===== src/rtl/mbce_pkg.sv =====
// Package for the masked base64 encoder: constants, job record and character helpers.
package mbce_pkg;

   // Key mask geometry
   localparam int KeyBytes  = 64;
   localparam int KeyPosW   = $clog2(KeyBytes);
   localparam int MaskWords = 8;
   localparam int MaskIdxW  = $clog2(MaskWords);
   localparam int MaskW     = 64;

   // CRC-32, reflected
   localparam logic [31:0] CrcPoly = 32'hEDB8_8320;
   localparam logic [31:0] CrcInit = 32'hFFFF_FFFF;

   // Sextet codes that need an escape pair
   localparam logic [5:0] SextY     = 6'd50;
   localparam logic [5:0] SextPlus  = 6'd62;
   localparam logic [5:0] SextSlash = 6'd63;

   // Trailing padding kind of a job
   localparam logic [1:0] PadNone = 2'd0;
   localparam logic [1:0] PadTwo  = 2'd1;
   localparam logic [1:0] PadOne  = 2'd2;

   // ASCII characters used by the escapes and the suffix
   localparam logic [6:0] ChY     = 7'h79;  // y
   localparam logic [6:0] ChBigK  = 7'h4B;  // K
   localparam logic [6:0] ChP     = 7'h70;  // p
   localparam logic [6:0] ChBigS  = 7'h53;  // S
   localparam logic [6:0] ChJ     = 7'h6A;  // j
   localparam logic [6:0] ChQ     = 7'h71;  // q
   localparam logic [6:0] ChG     = 7'h67;  // g

   // One unit of output work: up to four sextets, padding and suffix flag
   typedef struct packed {
      logic [3:0][5:0] sext;
      logic [2:0]      n_sext;
      logic [1:0]      pad;
      logic            last;
   } job_type;

   // Standard base64 alphabet
   function automatic logic [6:0] b64_char(input logic [5:0] v);
      logic [6:0] ch;
      if (v < 6'd26) begin
         ch = 7'h41 + {1'b0, v};
      end else if (v < 6'd52) begin
         ch = 7'h61 + {1'b0, v - 6'd26};
      end else if (v < 6'd62) begin
         ch = 7'h30 + {1'b0, v - 6'd52};
      end else if (v == SextPlus) begin
         ch = 7'h2B;
      end else begin
         ch = 7'h2F;
      end
      return ch;
   endfunction

   function automatic logic needs_escape(input logic [5:0] v);
      return (v == SextY) || (v == SextPlus) || (v == SextSlash);
   endfunction

   // Second character of an escape pair
   function automatic logic [6:0] escape_char(input logic [5:0] v);
      logic [6:0] ch;
      if (v == SextY) begin
         ch = ChBigK;
      end else if (v == SextPlus) begin
         ch = ChP;
      end else begin
         ch = ChBigS;
      end
      return ch;
   endfunction

   // Lower-case hex digit
   function automatic logic [6:0] hex_char(input logic [3:0] nib);
      logic [6:0] ch;
      if (nib < 4'd10) begin
         ch = 7'h30 + {3'b000, nib};
      end else begin
         ch = 7'h61 + {3'b000, nib - 4'd10};
      end
      return ch;
   endfunction

   // Fold one character into the reflected CRC
   function automatic logic [31:0] crc_char(input logic [31:0] crc, input logic [6:0] ch);
      logic [31:0] c;
      c = crc ^ {25'd0, ch};
      for (int k = 0; k < 8; k++) begin
         c = c[0] ? ((c >> 1) ^ CrcPoly) : (c >> 1);
      end
      return c;
   endfunction

endpackage


===== src/rtl/masked_base64_crc_encoder.sv =====
// Masked base64 encoder with escaping and a CRC-32 hex suffix per message.
// The characters of an item pass the input job register, the emitter job register and the output register.
// Throughput: one character per cycle through the output register while the result stream is
// not stalled; a byte yields 0 to 17 characters. A byte is taken every cycle while the input
// job register has room.
// Reset: synchronous; clears stream state, mask words to zero and the CRC to all ones.
module masked_base64_crc_encoder (
   input  logic        clock,
   input  logic        reset,
   // input stream
   input  logic        req_tvalid,
   output logic        req_tready,
   input  logic [7:0]  req_tdata,   // [7:0] data_byte
   input  logic        req_tlast,   // last_byte
   // result stream
   output logic        rsp_tvalid,
   input  logic        rsp_tready,
   output logic [7:0]  rsp_tdata,   // [6:0] out_char, [7] zero
   output logic        rsp_tlast,   // end_of_text
   // configuration
   input  logic        csr_we,
   input  logic [2:0]  csr_index,
   input  logic [63:0] csr_wdata
);

   // Emitter phases
   localparam logic [2:0] PH_SEXT = 3'd0;
   localparam logic [2:0] PH_PAD0 = 3'd1;
   localparam logic [2:0] PH_PAD1 = 3'd2;
   localparam logic [2:0] PH_G    = 3'd3;
   localparam logic [2:0] PH_HEX  = 3'd4;

   logic [mbce_pkg::MaskW-1:0] mask_ff [mbce_pkg::MaskWords];

   logic [mbce_pkg::KeyPosW-1:0] key_pos_ff, key_pos_in;
   logic [15:0]       gbytes_ff, gbytes_in;
   logic [1:0]        gcount_ff, gcount_in;

   mbce_pkg::job_type s1_job_ff, s1_job_in;
   logic              s1_valid_ff, s1_valid_in;

   mbce_pkg::job_type job_ff;
   logic              job_valid_ff, job_valid_in;
   logic [2:0]        phase_ff, phase_in;
   logic [1:0]        sext_idx_ff, sext_idx_in;
   logic              esc_ff, esc_in;
   logic [2:0]        hex_idx_ff, hex_idx_in;
   logic [31:0]       crc_ff, crc_in;

   logic [6:0]        rsp_char_ff;
   logic              rsp_last_ff, rsp_valid_ff;

   logic              req_accept, s1_take, job_load, fire, job_end;
   logic [7:0]        key_byte, mbyte, b0, b1;
   logic [5:0]        cur_sext;
   logic [6:0]        cur_char;
   logic              cur_eot, crc_step;
   logic [31:0]       check;

   // Configuration writes
   always_ff @(posedge clock) begin
      if (reset) begin
         for (int w = 0; w < mbce_pkg::MaskWords; w++) begin
            mask_ff[w] <= '0;
         end
      end else if (csr_we) begin
         mask_ff[csr_index[mbce_pkg::MaskIdxW-1:0]] <= csr_wdata;
      end
   end

   // Handshakes
   assign fire       = job_valid_ff && (!rsp_valid_ff || rsp_tready);
   assign job_load   = s1_valid_ff && (!job_valid_ff || job_end);
   assign s1_take    = job_load;
   assign req_tready = !s1_valid_ff || s1_take;
   assign req_accept = req_tvalid && req_tready;

   // Mask the byte and group it into base64 jobs
   always_comb begin
      key_byte = mask_ff[key_pos_ff[mbce_pkg::KeyPosW-1:3]][{key_pos_ff[2:0], 3'b000} +: 8];
      mbyte    = req_tdata ^ key_byte;
      key_pos_in  = key_pos_ff;
      gbytes_in   = gbytes_ff;
      gcount_in   = gcount_ff;
      s1_job_in   = s1_job_ff;
      s1_valid_in = s1_take ? 1'b0 : s1_valid_ff;
      b0 = (gcount_ff == 2'd0) ? mbyte : gbytes_ff[7:0];
      b1 = (gcount_ff == 2'd1) ? mbyte : gbytes_ff[15:8];
      if (req_accept) begin
         if (req_tlast ||
             key_pos_ff == mbce_pkg::KeyPosW'(mbce_pkg::KeyBytes - 1)) begin
            key_pos_in = '0;
         end else begin
            key_pos_in = key_pos_ff + mbce_pkg::KeyPosW'(1);
         end
         s1_job_in.last = req_tlast;
         if (gcount_ff == 2'd2) begin
            // full group of three
            s1_job_in.sext[0] = b0[7:2];
            s1_job_in.sext[1] = {b0[1:0], b1[7:4]};
            s1_job_in.sext[2] = {b1[3:0], mbyte[7:6]};
            s1_job_in.sext[3] = mbyte[5:0];
            s1_job_in.n_sext  = 3'd4;
            s1_job_in.pad     = mbce_pkg::PadNone;
            s1_valid_in = 1'b1;
            gbytes_in   = '0;
            gcount_in   = 2'd0;
         end else begin
            gbytes_in = {b1, b0};
            gcount_in = gcount_ff + 2'd1;
            // partial group closed by the final byte
            s1_job_in.sext[0] = b0[7:2];
            s1_job_in.sext[1] = {b0[1:0], (gcount_ff == 2'd1) ? b1[7:4] : 4'd0};
            s1_job_in.sext[2] = {b1[3:0], 2'b00};
            s1_job_in.sext[3] = '0;
            if (gcount_ff == 2'd0) begin
               s1_job_in.n_sext = 3'd2;
               s1_job_in.pad    = mbce_pkg::PadTwo;
            end else begin
               s1_job_in.n_sext = 3'd3;
               s1_job_in.pad    = mbce_pkg::PadOne;
            end
            if (req_tlast) begin
               s1_valid_in = 1'b1;
            end
         end
         if (req_tlast) begin
            gbytes_in = '0;
            gcount_in = 2'd0;
         end
      end
   end

   always_ff @(posedge clock) begin
      if (reset) begin
         key_pos_ff  <= '0;
         gbytes_ff   <= '0;
         gcount_ff   <= 2'd0;
         s1_valid_ff <= 1'b0;
      end else begin
         key_pos_ff  <= key_pos_in;
         gbytes_ff   <= gbytes_in;
         gcount_ff   <= gcount_in;
         s1_valid_ff <= s1_valid_in;
      end
   end

   always_ff @(posedge clock) begin
      s1_job_ff <= s1_job_in;
   end

   // Emitter: one character per fired cycle
   always_comb begin
      cur_sext    = job_ff.sext[sext_idx_ff];
      check       = ~crc_ff;
      cur_char    = mbce_pkg::b64_char(cur_sext);
      cur_eot     = 1'b0;
      crc_step    = 1'b0;
      job_end     = 1'b0;
      phase_in    = phase_ff;
      sext_idx_in = sext_idx_ff;
      esc_in      = esc_ff;
      hex_idx_in  = hex_idx_ff;
      unique case (phase_ff)
         PH_SEXT: begin
            crc_step = 1'b1;
            if (!esc_ff && mbce_pkg::needs_escape(cur_sext)) begin
               cur_char = mbce_pkg::ChY;
               esc_in   = 1'b1;
            end else begin
               if (esc_ff) begin
                  cur_char = mbce_pkg::escape_char(cur_sext);
               end
               esc_in      = 1'b0;
               sext_idx_in = sext_idx_ff + 2'd1;
               if ({1'b0, sext_idx_ff} == job_ff.n_sext - 3'd1) begin
                  if (job_ff.pad != mbce_pkg::PadNone) begin
                     phase_in = PH_PAD0;
                  end else if (job_ff.last) begin
                     phase_in = PH_G;
                  end else begin
                     job_end = 1'b1;
                  end
               end
            end
         end
         PH_PAD0: begin
            crc_step = 1'b1;
            cur_char = mbce_pkg::ChY;
            phase_in = PH_PAD1;
         end
         PH_PAD1: begin
            crc_step = 1'b1;
            cur_char = (job_ff.pad == mbce_pkg::PadTwo) ? mbce_pkg::ChJ : mbce_pkg::ChQ;
            phase_in = PH_G;
         end
         PH_G: begin
            cur_char   = mbce_pkg::ChG;
            phase_in   = PH_HEX;
            hex_idx_in = 3'd0;
         end
         PH_HEX: begin
            cur_char   = mbce_pkg::hex_char(check[{3'd7 - hex_idx_ff, 2'b00} +: 4]);
            hex_idx_in = hex_idx_ff + 3'd1;
            if (hex_idx_ff == 3'd7) begin
               cur_eot = 1'b1;
               job_end = 1'b1;
            end
         end
         default: begin
            job_end = 1'b1;
         end
      endcase
      // gate the step with the output handshake
      if (!fire) begin
         job_end     = 1'b0;
         phase_in    = phase_ff;
         sext_idx_in = sext_idx_ff;
         esc_in      = esc_ff;
         hex_idx_in  = hex_idx_ff;
      end
      crc_in = crc_ff;
      if (fire && crc_step) begin
         crc_in = mbce_pkg::crc_char(crc_ff, cur_char);
      end else if (fire && cur_eot) begin
         crc_in = mbce_pkg::CrcInit;
      end
      job_valid_in = job_load ? 1'b1 : (job_end ? 1'b0 : job_valid_ff);
      if (job_load) begin
         phase_in    = PH_SEXT;
         sext_idx_in = 2'd0;
         esc_in      = 1'b0;
      end
   end

   always_ff @(posedge clock) begin
      if (reset) begin
         job_valid_ff <= 1'b0;
         phase_ff     <= PH_SEXT;
         sext_idx_ff  <= 2'd0;
         esc_ff       <= 1'b0;
         hex_idx_ff   <= 3'd0;
         crc_ff       <= mbce_pkg::CrcInit;
      end else begin
         job_valid_ff <= job_valid_in;
         phase_ff     <= phase_in;
         sext_idx_ff  <= sext_idx_in;
         esc_ff       <= esc_in;
         hex_idx_ff   <= hex_idx_in;
         crc_ff       <= crc_in;
      end
   end

   always_ff @(posedge clock) begin
      if (job_load) begin
         job_ff <= s1_job_ff;
      end
   end

   // Output register
   always_ff @(posedge clock) begin
      if (reset) begin
         rsp_valid_ff <= 1'b0;
      end else if (fire) begin
         rsp_valid_ff <= 1'b1;
      end else if (rsp_tready) begin
         rsp_valid_ff <= 1'b0;
      end
   end

   always_ff @(posedge clock) begin
      if (fire) begin
         rsp_char_ff <= cur_char;
         rsp_last_ff <= cur_eot;
      end
   end

   assign rsp_tvalid = rsp_valid_ff;
   assign rsp_tdata  = {1'b0, rsp_char_ff};
   assign rsp_tlast  = rsp_last_ff;

`ifndef ASSERT_OFF
   // CRC restarts once the last hex digit of a suffix leaves the emitter
   a_crc_restart: assert property (@(posedge clock) disable iff (reset)
      fire && phase_ff == PH_HEX && hex_idx_ff == 3'd7 |=> crc_ff == mbce_pkg::CrcInit)
      else $error("CRC not restarted after suffix");

   // A held job always carries at least two sextets
   a_job_len: assert property (@(posedge clock) disable iff (reset)
      job_valid_ff |-> (job_ff.n_sext == 3'd2 || job_ff.n_sext == 3'd3 ||
                        job_ff.n_sext == 3'd4))
      else $error("malformed job");

   // A pending job that is not handed on blocks new bytes
   a_no_overwrite: assert property (@(posedge clock) disable iff (reset)
      s1_valid_ff && !s1_take |-> !req_tready)
      else $error("job register overwritten");

   // Result register is empty right after reset
   a_reset_empty: assert property (@(posedge clock)
      reset |=> !rsp_valid_ff)
      else $error("result valid after reset");
`endif

endmodule

===== config.mk =====
export PLATFORM = sky130hd
export DESIGN_NAME = masked_base64_crc_encoder
export DESIGN_NICKNAME = d
export VERILOG_FILES = /design/src/rtl/mbce_pkg.sv /design/src/rtl/masked_base64_crc_encoder.sv
export SDC_FILE = /design/constraint.sdc
export NUM_CORES = 1
export LEC_CHECK = 0
export BUFFER_PORTS_ARGS = -buffer_cell sky130_fd_sc_hd__buf_2
export CAP_MARGIN = 20
export CORE_AREA = 2 2 238 240
export CTS_CLUSTER_DIAMETER = 40
export DETAILED_ROUTE_END_ITERATION = 7
export DIE_AREA = 0 0 240 242
export GPL_ROUTABILITY_DRIVEN = 0
export PLACE_DENSITY_LB_ADDON = 0.08
export SETUP_SLACK_MARGIN = 0.15
export SLEW_MARGIN = 20
export SYNTH_ARGS = -nofsm -noshare
export SYNTH_HDL_FRONTEND = slang
export SYNTH_SLANG_ARGS = --single-unit

===== constraint.sdc =====
create_clock -name clock -period 4.4 [get_ports clock]
set_input_delay 0.22 -clock clock [delete_from_list [all_inputs] [get_ports clock]]
set_output_delay 0.22 -clock clock [all_outputs]
set_load 0.05 [all_outputs]

==> PnR_summary.wiki, run 1 <==
{| class="wikitable"
! Metric !! Value
|-
| Run status || complete, no violations
|-
| Clock Latency Late Sink || ~650 ps
|-
| Min Hold Slack || between 20 and 30 ps
|-
| Crit Reg-Reg Startpoint || hex_idx_ff[0]$_SDFFE_PP0P_
|-
| Number of placed instances with taps included || around 2800
|-
| Share of the clock period used by the worst path after layout || between 90% and 100%
|-
| Signal arrival time at the worst endpoint || ~3900 ps
|-
| Critical Path Start || sext_idx_ff[0]$_SDFFE_PP0P_
|-
| Core area || 0.0557 sq mm
|-
| CTS H-tree depth || 3
|-
| Area of the die || 0.0581 sq mm
|-
| Via count || ~17000
|-
| Number of flops mapped to enable cells by yosys || 578
|-
| Aggregate global routing overflow || 0
|-
| Number of nets with antenna violations after routing || 0
|-
| Post-Place Cell Area || 0.0317 sq mm
|-
| Number of distinct library cells after synthesis || 68
|-
| Area growth from synthesis to layout || 18.5%
|-
| Sink Count || 649
|-
| Final slew viol count || 0
|-
| Buffer cell driving the clock tree root || sky130_fd_sc_hd__clkbuf_16
|-
| Warning count from the yosys run || 0
|-
| Violation count after the first detailed-routing iteration || 1479
|-
| Number of instances on the worst hold path || 3
|-
| Final total negative setup slack || 0 ps
|-
| Final Routed Wirelength || approximately 74000 um
|-
| Cell chain of the critical path || buf_4 > mux4_2 > ha_1 > and2_1 > o2111a_1 > nor4_1 > a31oi_1 > o31ai_2 > or2_2 > buf_2
|-
| Worst clock skew on the final layout || a little over 30 ps
|-
| Pin count of the biggest net entering global routing || 65
|-
| Number of cells on the worst reg-to-reg path || 13
|-
| Share of layout cells above drive strength 1 || 23.9%
|-
| Chip height || between 200 and 250 um
|-
| Slowest CP cell || sky130_fd_sc_hd__mux4_2
|-
| Power per unit of standard cell area || 477 mW/mm^2
|-
| Die X || about 240 um
|-
| Final design utilization || between 60 and 70%
|-
| Setup crit end kind || output port
|-
| Clock transition at the registers of the reported paths || approximately 60 ps
|-
| Number of antenna violations at the first check in global routing || 8
|-
| Static leakage || between 10 and 15 nW
|-
| Average instance area after synthesis || about 15 sq um
|-
| Cell count after synthesis || around 2000
|-
| Fin crit period || around 4100 ps
|-
| Number of detailed-routing iterations run before antenna repair || 5
|-
| Clock tree buffer depth || 3
|-
| I/O Pins || just over 90
|-
| Worst slew pin tran || 1020 ps
|-
| Worst Setup Slack, final || 329 ps
|-
| Final number of setup-violating endpoints || 0
|-
| Peak supply drop || approximately 0.00036 V
|-
| TritonCTS clock tree || built
|-
| Total power || between 15 and 20 mW
|-
| # Max-Cap Violations || 0
|-
| Final standard cell count with taps included and fillers excluded || slightly above 3000
|-
| Critical Setup Path Class || flop to output port
|-
| Fin. Hold Viols || 0
|-
| Setup Slack @ Placement || between 200 and 300 ps
|-
| Register-to-register path setup slack || ~350 ps
|-
| Ys flop type || sky130_fd_sc_hd__edfxtp_1
|-
| Finished layout cell area || 0.0357 sq mm
|-
| Global-route wire length before repair || roughly 110000 um
|-
| Mapped cell area || roughly 0.03 sq mm
|-
| Required time of the worst setup path || approximately 4200 ps
|-
| Overall routing resource usage || 26.3%
|-
| Most used cells in the layout excluding fill and tap cells || sky130_fd_sc_hd__edfxtp_1, sky130_fd_sc_hd__and2_1, sky130_fd_sc_hd__mux4_2
|-
| Port-buffer cells || 90
|-
| Startpoint types || flop
|-
| Hold Path Origin || req_tdata[3]
|-
| Worst min path class || input pin to flop
|-
| Fillcell total || ~4100
|-
| Headroom to the max-slew limit || about a third
|-
| Initial Utilization || a little over half
|-
| Number of buffers inserted to repair setup after CTS || 0
|-
| Vias in the first global route || 18200
|-
| Count of nets after finishing || ~2300
|-
| Post-synthesis sequential element count || around 650
|-
| Biggest cell delay along the critical path || 600 ps
|-
| HPWL after DPL || roughly 42000 um
|-
| Worst Path Max Fanout || 7
|-
| Post-Synthesis Net Count || approximately 2100
|-
| Number of vias per cell || 5.75
|-
| Most common cell after layout, fill and taps aside || sky130_fd_sc_hd__edfxtp_1
|-
| Total clock buffers created by CTS || 96
|-
| Fmax || approximately 0.25 GHz
|-
| Fraction of registers with async set or reset after synthesis || 0%
|-
| Endpoint with the worst hold slack || s1_job_ff[27]$_SDFFCE_PN0P_
|-
| Wire length per cell || around 24 um
|-
| RSZ-0062 raised after global routing || no
|-
| Endpoint of the lowest-slack register-to-register path || crc_ff[16]$_SDFFE_PP1P_
|-
| Portion of the post-synthesis area used by sequential elements || between 60 and 70%
|-
| Core Rows || 87
|-
| DRC violation count after routing || 0
|}
-- per-layer routing --
layer | global-route usage, % | routed length (um) | share of wire (%) | vias up
met4 | 7.29 | 1670 | 2.3 | 6
met3 | 5.47 | 4530 | 6.1 | 113
met1 | 33.9 | 29400 | 40 | 8913
met5 | 0 | 40 | 0.054 | -
li1 | - | - | - | 7795
met2 | 45.4 | 38200 | 52 | 543
-- worst max-delay path, delay by kind of cell (launching register included) --
kind / cells / cell delay (ps)
buffers and inverters: 2 / 450
AND/OR/NAND/NOR: 3 / 760
AO/OA/AOI/OAI: 3 / 760
flip-flops: 1 / 400
multiplexers: 1 / 600
adder cells (fa/ha/maj): 1 / 250
-- cell usage after synthesis (all sizes together), types with 5 or more instances --
cell type / instances / area (sq um)
nor3: 11 / 55.1
nor2b: 8 / 50.1
mux2i: 9 / 90.1
and3: 7 / 43.8
a22oi: 17 / 128
edfxtp: 578 / 17400
a31oi: 12 / 81.3
nand3: 15 / 80.1
a21oi: 51 / 285
inv: 17 / 63.8
xnor2: 59 / 547
mux4: 180 / 4050
and2: 519 / 3250
nand2: 40 / 150
clkbuf: 104 / 392
nor2: 92 / 345
ha: 18 / 225
nand2b: 24 / 150
xor3: 5 / 120
xnor3: 11 / 249
nand3b: 6 / 45.0
o22ai: 11 / 68.8
dfxtp: 71 / 1420
buf: 23 / 104
nor4: 7 / 43.8
xor2: 17 / 149
or2: 15 / 93.8
o21ai: 22 / 114
-- report_power, final --
group	switching [mW]	total, mW	internal [mW]
Combinational	1.03	1.98	0.948
Clock	2.95	7.76	4.81
Sequential	0.179	7.30	7.12
-- registers in the layout, summed over array words and instances, names as in the netlist, named ones only --
register      flops
hex_idx_ff        3
s1_job_ff        29
rsp_tvalid        1
esc_ff            1
job_ff           29
rsp_tlast         1
crc_ff           32
job_valid_ff      1
s1_valid_ff       1
phase_ff          3
gbytes_ff        16
mask_ff         512
key_pos_ff        6
gcount_ff         2
sext_idx_ff       2
rsp_char_ff       7
-- cell families after synthesis --
family | synth area share (%)
fa+ha+maj | 0.747
compound gates | 3.18
mux | 13.7
simple gates | 14.6
xor+xnor | 3.53
flops | 62.3
buf+inv | 1.86
other cells | 0.0124
-- how the worst max path moves through the flow --
stage / cells past startpoint / end / slack (ps)
global placement: 13 / crc_ff[21]$_SDFFE_PP1P_ / 400
global route: 10 / req_tready / 140
detailed placement: 13 / crc_ff[21]$_SDFFE_PP1P_ / 280
finish: 10 / req_tready / 330
floorplan: 15 / gbytes_ff[12]$_SDFFE_PP0P_ / 180
CTS: 10 / req_tready / 260
-- what timing repair did --
action / 4_1_cts / 5_1_grt
endpoints found under the hold margin: 520 / 0
gates resized for setup: 1 / 2
pin swaps: 0 / 0
gates cloned: 0 / 0
hold buffers: 69 / 0
endpoints found under the setup margin: 1 / 3
-- final cells by class --
| class | count | area (sq um) | area share, % |
|---|---|---|---|
| clock buffers | 106 | 2490 | 6.98 |
| flip-flops and latches | 649 | 18800 | 52.6 |
| diodes | 4 | 10.0 | 0.0280 |
| inverters | 17 | 67.6 | 0.189 |
| well taps | 756 | 946 | 2.65 |
| multi-input cells | 1201 | 10900 | 30.5 |
| repair buffers | 217 | 1680 | 4.70 |
| clock inverters | 73 | 838 | 2.35 |
Note: power is estimated with default switching activity, not from simulation.
==> run 2: changes to the inputs <==
PLACE_DENSITY = 0.74   (was not set)
PLACE_DENSITY_LB_ADDON = not set   (was 0.08)
==> run 2 against run 1 <==
  * Hold slack improved by 20 ps
  * Fmax is 0.11% higher
  * Critical path type is now flop to flop
  * Count of clock-buffer cells in the layout down 4
  * First-iteration DRC count up 6.8%
  * Flip-flop and latch count unchanged
  * Sequential power about the same
  * Largest cell class unchanged
==> PnR_summary.wiki, run 2 (synthesis results as in run 1) <==
{| class="wikitable"
! Metric !! Value
|-
| Run status || complete, no violations
|-
| Via count || between 15000 and 20000
|-
| Port-buffer cells || 90
|-
| Worst min path class || input pin to flop
|-
| RSZ-0062 raised after global routing || no
|-
| Violation count after the first detailed-routing iteration || 1579
|-
| Peak supply drop || 0.000475 V
|-
| Static leakage || roughly 12 nW
|-
| Headroom to the max-slew limit || between 20% and 30%
|-
| CTS H-tree depth || 3
|-
| Number of detailed-routing iterations run before antenna repair || 6
|-
| I/O Pins || between 90 and 100
|-
| Worst clock skew on the final layout || 29.6 ps
|-
| Most common cell after layout, fill and taps aside || sky130_fd_sc_hd__edfxtp_1
|-
| Final slew viol count || 0
|-
| Startpoint types || flop
|-
| DRC violation count after routing || 0
|-
| Power per unit of standard cell area || about 470 mW/mm^2
|-
| Most used cells in the layout excluding fill and tap cells || sky130_fd_sc_hd__edfxtp_1, sky130_fd_sc_hd__and2_1, sky130_fd_sc_hd__mux4_2
|-
| Pin count of the biggest net entering global routing || 65
|-
| Fillcell total || roughly 4000
|-
| Wire length per cell || around 24 um
|-
| TritonCTS clock tree || built
|-
| Total power || 16.6 mW
|-
| Clock Latency Late Sink || around 640 ps
|-
| Sink Count || around 650
|-
| Setup crit end kind || flop
|-
| Fin crit period || approximately 4100 ps
|-
| Worst slew pin tran || 1050 ps
|-
| Fin. Hold Viols || 0
|-
| Worst Path Max Fanout || 7
|-
| Area growth from synthesis to layout || 17.6%
|-
| Number of flip-flops in the largest register || slightly above 500
|-
| Overall routing resource usage || between 20% and 30%
|-
| Final number of setup-violating endpoints || 0
|-
| Area of the die || between 0.05 and 0.06 sq mm
|-
| Vias in the first global route || 18600
|-
| Clock transition at the registers of the reported paths || around 60 ps
|-
| Final total negative setup slack || 0 ps
|-
| Share of layout cells above drive strength 1 || 23.5%
|-
| Chip height || between 200 and 250 um
|-
| Die X || roughly 240 um
|-
| Initial Utilization || approximately 54%
|-
| Total clock buffers created by CTS || 89
|-
| Required time of the worst setup path || 4920 ps
|-
| Signal arrival time at the worst endpoint || 4590 ps
|-
| Final Routed Wirelength || just over 70000 um
|-
| Number of vias per cell || approximately 5.9
|-
| Clock tree buffer depth || 3
|-
| Core area || around 0.056 sq mm
|-
| Buffer cell driving the clock tree root || sky130_fd_sc_hd__clkbuf_16
|-
| Global-route wire length before repair || 111000 um
|-
| Register ranked first by flip-flop count || mask_ff
|-
| Fmax || 0.246 GHz
|-
| Number of nets with antenna violations after routing || 0
|-
| # Max-Cap Violations || 0
|-
| Count of nets after finishing || around 2300
|-
| Aggregate global routing overflow || 0
|-
| HPWL after DPL || between 40000 and 50000 um
|-
| Critical Setup Path Class || flop to flop
|-
| Share of the clock period used by the worst path after layout || 92.4%
|-
| Core Rows || just under 90
|-
| Largest registers || mask_ff x512, crc_ff x32
|-
| Number of antenna violations at the first check in global routing || 8
|}
run 2: through the flow:
| step | hold WS [ps] | worst slack (ps) | utilization [%] | instances | area, sq um |
|---|---|---|---|---|---|
| final | 44.6 | 333 | 63.6 | 3008 | 35400 |
| after global routing | 52.6 | 138 | 63.6 | 3007 | 35400 |
| after CTS | 14.3 | 173 | 63.5 | 3000 | 35400 |
| after detailed placement | 405 | -7.77 | 56.7 | 2767 | 31600 |
| after global placement | 404 | 228 | 56.7 | 2767 | 31600 |
| after floorplan | 319 | 178 | - | 1994 | 30100 |
run 2: layout make-up:
class                   count  area [sq um]  area share (%)
clock buffers             102          2330            6.56
inverters                  17          67.6           0.191
diodes                      3          7.51          0.0212
multi-input cells        1201         10900            30.7
well taps                 756           946            2.67
repair buffers            217          1660            4.70
flip-flops and latches    649         18800            53.0
clock inverters            63           738            2.08
run 2: timing repair:
item,in CTS,in global routing
buffers inserted,0,5
endpoints found under the setup margin,49,60
hold buffers,68,0
endpoints found under the hold margin,518,0
gates resized for setup,3,7
cloned,0,0
run 2: worst paths after layout:
check | from | end | slack, ps | depth (start not counted)
worst max-delay path | sext_idx_ff[0]$_SDFFE_PP0P_ | crc_ff[21]$_SDFFE_PP1P_ | 330 | 13
worst min-delay path | req_tdata[0] | s1_job_ff[24]$_SDFFCE_PN0P_ | 40 | 3
worst max register to register | sext_idx_ff[0]$_SDFFE_PP0P_ | crc_ff[21]$_SDFFE_PP1P_ | 330 | 13
worst min register to register | s1_job_ff[7]$_DFFE_PP_ | job_ff[7]$_DFFE_PP_ | 420 | 0
run 2: worst max-delay path: stages (launching register included):
cell,delay (ps)
sky130_fd_sc_hd__dfxtp_4,410
sky130_fd_sc_hd__mux4_2,590
sky130_fd_sc_hd__inv_1,170
sky130_fd_sc_hd__ha_1,260
sky130_fd_sc_hd__o21a_1,220
sky130_fd_sc_hd__o2111a_1,270
sky130_fd_sc_hd__nand2b_1,190
sky130_fd_sc_hd__a21oi_2,100
sky130_fd_sc_hd__and4_4,230
sky130_fd_sc_hd__a311oi_4,320
sky130_fd_sc_hd__xnor2_2,200
sky130_fd_sc_hd__xnor3_2,350
sky130_fd_sc_hd__xnor3_1,350
sky130_fd_sc_hd__o32a_1,310
run 2: where the power goes:
group          total (mW)  internal, mW  switching (mW)  leakage [nW]
combinational        2.01         0.960            1.05          4.86
clock                7.29          4.42            2.87          1.48
sequential           7.29          7.12           0.172          6.12
run 2: metal layers:
| layer | vias to the layer above | share of wire [%] | routed length (um) | track usage [%] |
|---|---|---|---|---|
| met5 | - | 0.057 | 41 | 0 |
| met4 | 6 | 2.4 | 1690 | 7.25 |
| met3 | 143 | 6.6 | 4780 | 4.71 |
| met2 | 732 | 52 | 37200 | 44.2 |
| met1 | 9060 | 39 | 28200 | 32.8 |
| li1 | 7791 | - | - | - |
